File: src/rtl/length_prefixed_message_deframer_core_assert.svh
// ----------------------------------------------------------------------------
// length_prefixed_message_deframer_core_assert.svh
// assertion macros for the deframer, empty bodies under synthesis
// ----------------------------------------------------------------------------
`ifndef LENGTH_PREFIXED_MESSAGE_DEFRAMER_CORE_ASSERT_SVH
`define LENGTH_PREFIXED_MESSAGE_DEFRAMER_CORE_ASSERT_SVH

`ifndef SYNTHESIS

// checked only out of reset
`define LPMD_ASSERT(lbl, prop, msg) \
  lbl: assert property (@(posedge clk) disable iff (!rst_n) (prop)) else $error(msg);

// checked during reset too
`define LPMD_ASSERT_ALWAYS(lbl, prop, msg) \
  lbl: assert property (@(posedge clk) (prop)) else $error(msg);

`else

`define LPMD_ASSERT(lbl, prop, msg)
`define LPMD_ASSERT_ALWAYS(lbl, prop, msg)

`endif

`endif

File: src/rtl/lpmd_pkg.sv
// ----------------------------------------------------------------------------
// lpmd_pkg
// types, codes and constants shared by the deframer modules
// ----------------------------------------------------------------------------
`timescale 1ns / 1ps

package lpmd_pkg;

  // result kinds
  localparam logic [1:0] K_PAYLOAD = 2'd0;
  localparam logic [1:0] K_EMPTY   = 2'd1;
  localparam logic [1:0] K_ERROR   = 2'd2;

  // error codes
  localparam logic [1:0] E_NONE = 2'd0;
  localparam logic [1:0] E_ID   = 2'd1;
  localparam logic [1:0] E_LEN  = 2'd2;
  localparam logic [1:0] E_LINK = 2'd3;

  // parser phases
  localparam logic [1:0] PH_HEADER  = 2'd0;
  localparam logic [1:0] PH_PAYLOAD = 2'd1;
  localparam logic [1:0] PH_HALTED  = 2'd2;

  // configuration port
  localparam int unsigned LPMD_PADDR_W = 3;
  localparam int unsigned LPMD_PDATA_W = 32;
  localparam logic [0:0]  REG_MAX_MSG_LEN = 1'b0;
  localparam logic [15:0] MAX_MSG_LEN_RST = 16'd2048;

  // default depth of the queue between parser and output stage
  localparam int unsigned LPMD_QDEPTH = 4;

  typedef struct packed {
    logic [7:0] data_byte;
    logic       link_error;
  } in_item_t;

  typedef struct packed {
    logic [1:0]  kind;
    logic [1:0]  err_code;
    logic [15:0] msg_id;
    logic [15:0] msg_len;
    logic [7:0]  payload_byte;
    logic        last;
  } out_item_t;

  typedef struct packed {
    logic full;
    logic empty;
  } q_stat_t;

endpackage

File: src/rtl/lpmd_front.sv
// ----------------------------------------------------------------------------
// lpmd_front
// header parser: classifies each accepted byte and issues at most one result
// ----------------------------------------------------------------------------
`timescale 1ns / 1ps

module lpmd_front (
  input  logic                clk,
  input  logic                rst_n,
  input  logic                accept,
  input  lpmd_pkg::in_item_t  item,
  input  logic [15:0]         max_msg_len,
  output logic                res_vld,
  output lpmd_pkg::out_item_t res
);
  import lpmd_pkg::*;

  logic [1:0]  phase_r, phase_nxt;
  logic [1:0]  hcnt_r, hcnt_nxt;
  logic [15:0] hid_r, hid_nxt;
  logic [15:0] hlen_r, hlen_nxt;
  logic [15:0] rem_r, rem_nxt;
  logic        is_last;

  assign is_last = (rem_r <= 16'd1);

  always_comb begin
    phase_nxt = phase_r;
    hcnt_nxt  = hcnt_r;
    hid_nxt   = hid_r;
    hlen_nxt  = hlen_r;
    rem_nxt   = rem_r;
    res_vld   = 1'b0;
    res.kind         = K_PAYLOAD;
    res.err_code     = E_NONE;
    res.msg_id       = hid_r;
    res.msg_len      = hlen_r;
    res.payload_byte = 8'h00;
    res.last         = 1'b0;

    if (accept && (phase_r == PH_HEADER || phase_r == PH_PAYLOAD)) begin
      if (item.link_error) begin
        // header fields as they stand, possibly half assembled
        phase_nxt    = PH_HALTED;
        res_vld      = 1'b1;
        res.kind     = K_ERROR;
        res.err_code = E_LINK;
      end else if (phase_r == PH_HEADER) begin
        unique case (hcnt_r)
          2'd0:    hid_nxt  = {item.data_byte, 8'h00};
          2'd1:    hid_nxt  = {hid_r[15:8], item.data_byte};
          2'd2:    hlen_nxt = {item.data_byte, 8'h00};
          default: hlen_nxt = {hlen_r[15:8], item.data_byte};
        endcase
        if (hcnt_r != 2'd3) begin
          hcnt_nxt = hcnt_r + 2'd1;
        end else begin
          hcnt_nxt    = 2'd0;
          res.msg_id  = hid_nxt;
          res.msg_len = hlen_nxt;
          // id check wins over length check
          priority if (hid_nxt > max_msg_len) begin
            phase_nxt    = PH_HALTED;
            res_vld      = 1'b1;
            res.kind     = K_ERROR;
            res.err_code = E_ID;
          end else if (hlen_nxt > max_msg_len) begin
            phase_nxt    = PH_HALTED;
            res_vld      = 1'b1;
            res.kind     = K_ERROR;
            res.err_code = E_LEN;
          end else if (hlen_nxt == 16'd0) begin
            res_vld  = 1'b1;
            res.kind = K_EMPTY;
            res.last = 1'b1;
          end else begin
            rem_nxt   = hlen_nxt;
            phase_nxt = PH_PAYLOAD;
          end
        end
      end else begin
        res_vld          = 1'b1;
        res.payload_byte = item.data_byte;
        res.last         = is_last;
        if (is_last) begin
          rem_nxt   = 16'd0;
          phase_nxt = PH_HEADER;
          hcnt_nxt  = 2'd0;
        end else begin
          rem_nxt = rem_r - 16'd1;
        end
      end
    end
  end

  always_ff @(posedge clk) begin
    if (!rst_n) begin
      phase_r <= PH_HEADER;
      hcnt_r  <= 2'd0;
      hid_r   <= 16'd0;
      hlen_r  <= 16'd0;
      rem_r   <= 16'd0;
    end else begin
      phase_r <= phase_nxt;
      hcnt_r  <= hcnt_nxt;
      hid_r   <= hid_nxt;
      hlen_r  <= hlen_nxt;
      rem_r   <= rem_nxt;
    end
  end

endmodule

File: src/rtl/lpmd_queue.sv
// ----------------------------------------------------------------------------
// lpmd_queue
// short result queue between parser and output stage
// ----------------------------------------------------------------------------
`timescale 1ns / 1ps

module lpmd_queue #(
  parameter int unsigned DEPTH = lpmd_pkg::LPMD_QDEPTH
) (
  input  logic                clk,
  input  logic                rst_n,
  input  logic                wr_en,
  input  lpmd_pkg::out_item_t wr_data,
  input  logic                rd_en,
  output lpmd_pkg::out_item_t rd_data,
  output lpmd_pkg::q_stat_t   stat
);
  import lpmd_pkg::*;

  localparam int unsigned PW = $clog2(DEPTH);
  localparam int unsigned CW = $clog2(DEPTH + 1);

  out_item_t       mem [DEPTH];
  logic [PW-1:0]   wp_r, wp_nxt;
  logic [PW-1:0]   rp_r, rp_nxt;
  logic [CW-1:0]   cnt_r, cnt_nxt;
  logic            do_wr, do_rd;

  assign do_wr = wr_en && !stat.full;
  assign do_rd = rd_en && !stat.empty;

  assign stat.full  = (cnt_r == CW'(DEPTH));
  assign stat.empty = (cnt_r == '0);
  assign rd_data    = mem[rp_r];

  always_comb begin
    wp_nxt  = wp_r;
    rp_nxt  = rp_r;
    cnt_nxt = cnt_r;
    if (do_wr) wp_nxt = (wp_r == PW'(DEPTH - 1)) ? '0 : wp_r + PW'(1);
    if (do_rd) rp_nxt = (rp_r == PW'(DEPTH - 1)) ? '0 : rp_r + PW'(1);
    if (do_wr && !do_rd) cnt_nxt = cnt_r + CW'(1);
    else if (do_rd && !do_wr) cnt_nxt = cnt_r - CW'(1);
  end

  always_ff @(posedge clk) begin
    if (do_wr) mem[wp_r] <= wr_data;
  end

  always_ff @(posedge clk) begin
    if (!rst_n) begin
      wp_r  <= '0;
      rp_r  <= '0;
      cnt_r <= '0;
    end else begin
      wp_r  <= wp_nxt;
      rp_r  <= rp_nxt;
      cnt_r <= cnt_nxt;
    end
  end

endmodule

File: src/rtl/lpmd_back.sv
// ----------------------------------------------------------------------------
// lpmd_back
// output register: presents the oldest result and refills from the queue
// ----------------------------------------------------------------------------
`timescale 1ns / 1ps

module lpmd_back (
  input  logic                clk,
  input  logic                rst_n,
  input  lpmd_pkg::out_item_t q_head,
  input  lpmd_pkg::q_stat_t   q_stat,
  output logic                q_pop,
  input  logic                pop,
  output logic                empty,
  output lpmd_pkg::out_item_t out_data
);
  import lpmd_pkg::*;

  logic      vld_r, vld_nxt;
  out_item_t data_r;

  // refill when the register is free or being taken this cycle
  assign q_pop   = !q_stat.empty && (!vld_r || pop);
  assign vld_nxt = q_pop ? 1'b1 : (pop ? 1'b0 : vld_r);

  assign empty    = !vld_r;
  assign out_data = data_r;

  always_ff @(posedge clk) begin
    if (!rst_n) vld_r <= 1'b0;
    else        vld_r <= vld_nxt;
  end

  always_ff @(posedge clk) begin
    if (q_pop) data_r <= q_head;
  end

endmodule

File: src/rtl/length_prefixed_message_deframer_core.sv
// ----------------------------------------------------------------------------
// length_prefixed_message_deframer_core
// splits a byte stream into id-tagged, length-prefixed messages
// ----------------------------------------------------------------------------
//  channel   ports                                  direction  word
//  input     push, full, in_data                    in         one stream byte
//  result    pop, empty, out_data                   out        one result
//  config    psel penable pwrite paddr pwdata ...   in/out     max_msg_len
//
//  one byte accepted per cycle, sustained while full is low
//  the accepting edge writes the result queue; the result moves on to the output
//  ports once the output register is free or being popped
//  synchronous reset, no clearing pass; max_msg_len returns to 2048
//  full rises when the result queue is full and the output register holds,
//  which happens only while pop is held low
// ----------------------------------------------------------------------------
`timescale 1ns / 1ps
`include "length_prefixed_message_deframer_core_assert.svh"

module length_prefixed_message_deframer_core #(
  parameter int unsigned QDEPTH = lpmd_pkg::LPMD_QDEPTH
) (
  input  logic                                clk,
  input  logic                                rst_n,
  // input channel
  input  logic                                push,
  output logic                                full,
  input  lpmd_pkg::in_item_t                  in_data,
  // result channel
  input  logic                                pop,
  output logic                                empty,
  output lpmd_pkg::out_item_t                 out_data,
  // configuration
  input  logic                                psel,
  input  logic                                penable,
  input  logic                                pwrite,
  input  logic [lpmd_pkg::LPMD_PADDR_W-1:0]   paddr,
  input  logic [lpmd_pkg::LPMD_PDATA_W-1:0]   pwdata,
  output logic [lpmd_pkg::LPMD_PDATA_W-1:0]   prdata,
  output logic                                pready
);
  import lpmd_pkg::*;

  logic        in_acc;
  logic        fe_vld;
  out_item_t   fe_res;
  out_item_t   q_head;
  q_stat_t     q_stat;
  logic        q_pop;
  logic [15:0] max_msg_len_r;
  logic        reg_hit;

  // configuration register, word 0 only; upper address bit selects beyond list
  assign pready  = 1'b1;
  assign reg_hit = (paddr[LPMD_PADDR_W-1 -: 1] == REG_MAX_MSG_LEN);

  always_ff @(posedge clk) begin
    if (!rst_n) begin
      max_msg_len_r <= MAX_MSG_LEN_RST;
    end else if (psel && penable && pwrite && pready && reg_hit) begin
      max_msg_len_r <= pwdata[15:0];
    end
  end

  assign prdata = reg_hit ? {{(LPMD_PDATA_W-16){1'b0}}, max_msg_len_r} : '0;

  // a byte goes in whenever the queue has room for its possible result
  assign full   = q_stat.full;
  assign in_acc = push && !full;

  lpmd_front u_front (
    .clk         (clk),
    .rst_n       (rst_n),
    .accept      (in_acc),
    .item        (in_data),
    .max_msg_len (max_msg_len_r),
    .res_vld     (fe_vld),
    .res         (fe_res)
  );

  lpmd_queue #(
    .DEPTH (QDEPTH)
  ) u_queue (
    .clk     (clk),
    .rst_n   (rst_n),
    .wr_en   (fe_vld),
    .wr_data (fe_res),
    .rd_en   (q_pop),
    .rd_data (q_head),
    .stat    (q_stat)
  );

  lpmd_back u_back (
    .clk      (clk),
    .rst_n    (rst_n),
    .q_head   (q_head),
    .q_stat   (q_stat),
    .q_pop    (q_pop),
    .pop      (pop),
    .empty    (empty),
    .out_data (out_data)
  );

  // a parser result never meets a full queue
  `LPMD_ASSERT(a_no_lost_result, fe_vld |-> !q_stat.full, "result pushed into full queue")
  // after an error the parser stays silent until reset
  `LPMD_ASSERT(a_halt_after_error, (fe_vld && fe_res.kind == K_ERROR) |=> !fe_vld, "result after error")
  // output register fills only from a waiting queue entry
  `LPMD_ASSERT(a_fill_from_queue, $fell(empty) |-> $past(!q_stat.empty), "output filled from empty queue")
  // nothing is shown after a reset edge
  `LPMD_ASSERT_ALWAYS(a_reset_empty, !rst_n |=> empty, "result present after reset")

endmodule

File: config.mk
export PLATFORM = sky130hd
export DESIGN_NAME = length_prefixed_message_deframer_core
export DESIGN_NICKNAME = d
export VERILOG_FILES = /design/src/rtl/lpmd_pkg.sv /design/src/rtl/lpmd_front.sv /design/src/rtl/lpmd_queue.sv /design/src/rtl/lpmd_back.sv /design/src/rtl/length_prefixed_message_deframer_core.sv
export VERILOG_INCLUDE_DIRS = /design/src /design/src/rtl
export SDC_FILE = /design/constraint.sdc
export NUM_CORES = 1
export LEC_CHECK = 0
export BUFFER_PORTS_ARGS = -buffer_cell sky130_fd_sc_hd__buf_2
export CORE_ASPECT_RATIO = 1.75
export CORE_MARGIN = 5
export CORE_UTILIZATION = 53
export DETAILED_ROUTE_END_ITERATION = 10
export PLACE_DENSITY = 0.76
export SETUP_SLACK_MARGIN = 0.02
export SLEW_MARGIN = 20
export SYNTH_ARGS = -nofsm -noshare
export SYNTH_HDL_FRONTEND = slang
export SYNTH_SLANG_ARGS = --single-unit
File: constraint.sdc
create_clock -name clk -period 4.7 [get_ports clk]
set_input_delay 0.94 -clock clk [delete_from_list [all_inputs] [get_ports clk]]
set_output_delay 0.94 -clock clk [all_outputs]
set_load 0.02 [all_outputs]
==> impl_metrics.json <==
{
  "status": "finished clean",
  "die_w_um": 129.5,
  "fmax_mhz": 226.8,
  "ys_top_cells_by_area": "edfxtp_1 51%, dfxtp_1 11%, mux4_2 7.7%, ha_1 4.2%, nand2_1 2.5%",
  "period_needed_ps": 4409,
  "drc": 0,
  "ys_seq_elements": 301,
  "synth_edf_count": 225,
  "h-tree-depth": 1,
  "slew_headroom": 0.3999,
  "clk_latency_ps": 530,
  "finClkSkew_ps": 10.81,
  "final_cell_mix": "225 x edfxtp_1, 95 x buf_2, 87 x nand2_1",
  "die_height_um": 219.1,
  "overflow": 0,
  "cap_viol_max_count": 0,
  "synth_compound_area_frac": 0.09839,
  "ant_nets": 0,
  "total_power_mw": 7.694,
  "synth_top_cell_by_area": "edfxtp_1",
  "ir_drop_v": 0.0002983,
  "hold_buffers": 0,
  "rr_endpoint": "u_queue.cnt_r[2]",
  "critical_path.startpoint": "u_front.hcnt_r[1]",
  "final_area_mm2": 0.01510,
  "synthSimpleGateAreaFrac": 0.09102,
  "regToRegStartpoint": "u_front.hcnt_r[1]",
  "synth-main-ff-cell": "edfxtp_1",
  "place_hpwl_um": 18810,
  "crit_path_end": "u_queue.cnt_r[2]",
  "path_cells": "inv_1, ha_1, or3_4, a22oi_1, inv_1, ha_1, nand3_2, nor4_4, a21bo_2, a31oi_2, nor2_1, a21oi_2, ha_1, inv_1, fa_1, xor2_1, or3_1, a21boi_0",
  "rsz0062_at_grt": "false",
  "placed_cell_area_mm2": 0.01420,
  "synth_top_family_by_area": "compound AO/OA/AOI/OAI gates",
  "port_buffers": 95,
  "synth_xor_xnor_area_share": 0.006616,
  "synth_mux_area_frac": 0.08941,
  "area_delta_synth_final_pct": 14.07,
  "postSynthAreaPerCell_um2": 13.52,
  "start_util": 0.5375,
  "worst_setup_path_end_kind": "flip-flop",
  "vias": 8134,
  "synth_top_area_frac": 0.5104,
  "holdWs_ps": 462.0,
  "final-setup-viol-count": 0,
  "gp_congestion": 0.9089,
  "seq_area_mm2": 0.008282,
  "cts.path.max_buffers": 3,
  "grt_pass1_wl_um": 42820,
  "synthAdderAreaFrac": 0.04310,
  "drt-initial-drc-count": 456,
  "root_buffer": "clkbuf_16",
  "cts_tree": "done",
  "async_flop_share": 0,
  "dieArea_mm2": 0.02836,
  "design.portCount": 131,
  "clk_pin_slew_ps": 70,
  "grt_pass1_vias": 8134,
  "drive_above_1_share": 0.2441,
  "path_max_fanout": 8,
  "wl_per_cell_um": 19.27,
  "postCtsSetupBuffers": 0,
  "period_share": 0.9381,
  "cp_data_required_time_ps": 5150,
  "r2r_cells": 18,
  "place_inst": 1365,
  "power.leakage_nw": 5.919,
  "nNetsFinal": 1176,
  "fin_cells": 1410,
  "worstMarginPinSlew_ps": 900.2,
  "totalWireLength_um": 27180,
  "drt_first_pass_iters": 5,
  "start_kind": "flip-flop",
  "seq_area_frac_synth": 0.6253,
  "fill_cells": 1854,
  "power.density_mw_per_mm2": 509.5,
  "slowest_stage": "or3_4",
  "grt_max_degree": 51,
  "slowest_delay_ps": 460,
  "netlist_area_mm2": 0.01324,
  "multiInputGateArea_mm2": 0.004528,
  "antenna_cells": 0,
  "hold_violations": 0,
  "hold_path_class": "reg -> reg",
  "rows": 76,
  "slew_viol_final": 0,
  "cts_buffers": 25,
  "yosysWarningCount": 0,
  "coreArea_mm2": 0.02463,
  "track_usage": 0.1931,
  "avgViaCountPerCell": 5.769,
  "critPathArrivalTime_ps": 4860,
  "layout_commonest_cell": "edfxtp_1",
  "ys_types": 65,
  "path_class": "reg -> reg",
  "antenna_found_initial": 0,
  "clkSinkCount": 301,
  "reg2reg_setup_slack_ps": 290,
  "synth_cells": 979
}
-- registers in the layout, summed over array words and instances (netlist names), 3 cells and up --
signal           cells
u_queue.mem        180
u_back.out_data     45
max_msg_len_r       16
u_front.hid_r       16
u_front.hlen_r      16
u_front.rem_r       16
u_queue.cnt_r        3
-- repair_timing --
item                                    CTS  global route
pin swaps                                 0             1
endpoints found under the setup margin    1             1
gates cloned                              0             0
resized for setup                         2            18
-- metal layers --
| metal | track usage | vias up | share of wire |
|---|---|---|---|
| met5 | 0 | - | 0 |
| met4 | 0.08564 | 0 | 0.039 |
| met3 | 0.01948 | 57 | 0.049 |
| met2 | 0.3520 | 259 | 0.54 |
| met1 | 0.2280 | 3992 | 0.38 |
| li1 | - | 3826 | - |
-- worst min-delay path by stage --
stage                     cells past startpoint                 to              start  slack [ps]
after global placement                        2   max_msg_len_r[7]   max_msg_len_r[7]         450
after CTS                                     2  max_msg_len_r[15]  max_msg_len_r[15]         470
after detailed placement                      2  max_msg_len_r[12]  max_msg_len_r[12]         460
after floorplan                               2  max_msg_len_r[15]  max_msg_len_r[15]         440
final                                         2  max_msg_len_r[15]  max_msg_len_r[15]         460
after global routing                          2  max_msg_len_r[12]  max_msg_len_r[12]         480
-- synth_stat cells (11+ instances only) --
cell / count
a21oi_1: 39
o211a_1: 31
nor2_1: 48
edfxtp_1: 225
ha_1: 44
inv_1: 58
a21boi_0: 17
clkbuf_1: 52
o22ai_1: 16
and2_1: 13
nand4_1: 13
a22oi_1: 22
buf_4: 17
mux4_2: 45
dfxtp_1: 76
nand2_1: 87
nor3_1: 11
nor2b_1: 18
-- metrics by stage --
step | util | setup slack (ps) | setup TNS [ps]
after floorplan | - | 50.58 | 0
after global placement | 0.5765 | 91.15 | 0
after detailed placement | 0.5765 | -56.13 | -56.13
after CTS | 0.6098 | 54.62 | 0
after global routing | 0.6131 | 43.96 | 0
final | 0.6131 | 290.8 | 0
-- report_power, final --
| part | total, mW | switching (mW) | internal [mW] | leakage, nW |
|---|---|---|---|---|
| clock | 2.05 | 0.890 | 1.16 | 0.387 |
| sequential | 3.58 | 0.185 | 3.40 | 2.70 |
| combinational | 2.06 | 1.20 | 0.859 | 2.83 |
| total | 7.69 | 2.27 | 5.42 | 5.92 |
-- cell type report --
class	instances	share of cell area
flip-flops and latches	301	0.5484
clock inverters	14	0.01011
well taps	312	0.02585
multi-input cells	554	0.2999
clock buffers	31	0.04358
repair buffers	139	0.05750
inverters	59	0.01467
-- logic make-up (layout without fill, tap and decap cells) --
kind of cell	after synthesis	after routing
buffers and inverters	139	243
flip-flops	301	301
adder cells (fa/ha/maj)	45	45
multiplexers	61	61
XOR/XNOR	10	10
other	2	17
AO/OA/AOI/OAI	179	179
AND/OR/NAND/NOR	242	242
-- worst max-delay path: cells and delay by family (launching register included) --
kind	cells	cell delay (ps)
buffers and inverters	3	240
AO/OA/AOI/OAI	5	1000
adder cells (fa/ha/maj)	4	1170
flip-flops	1	380
XOR/XNOR	1	180
AND/OR/NAND/NOR	5	1370
Power figures use the tool's default switching activity.
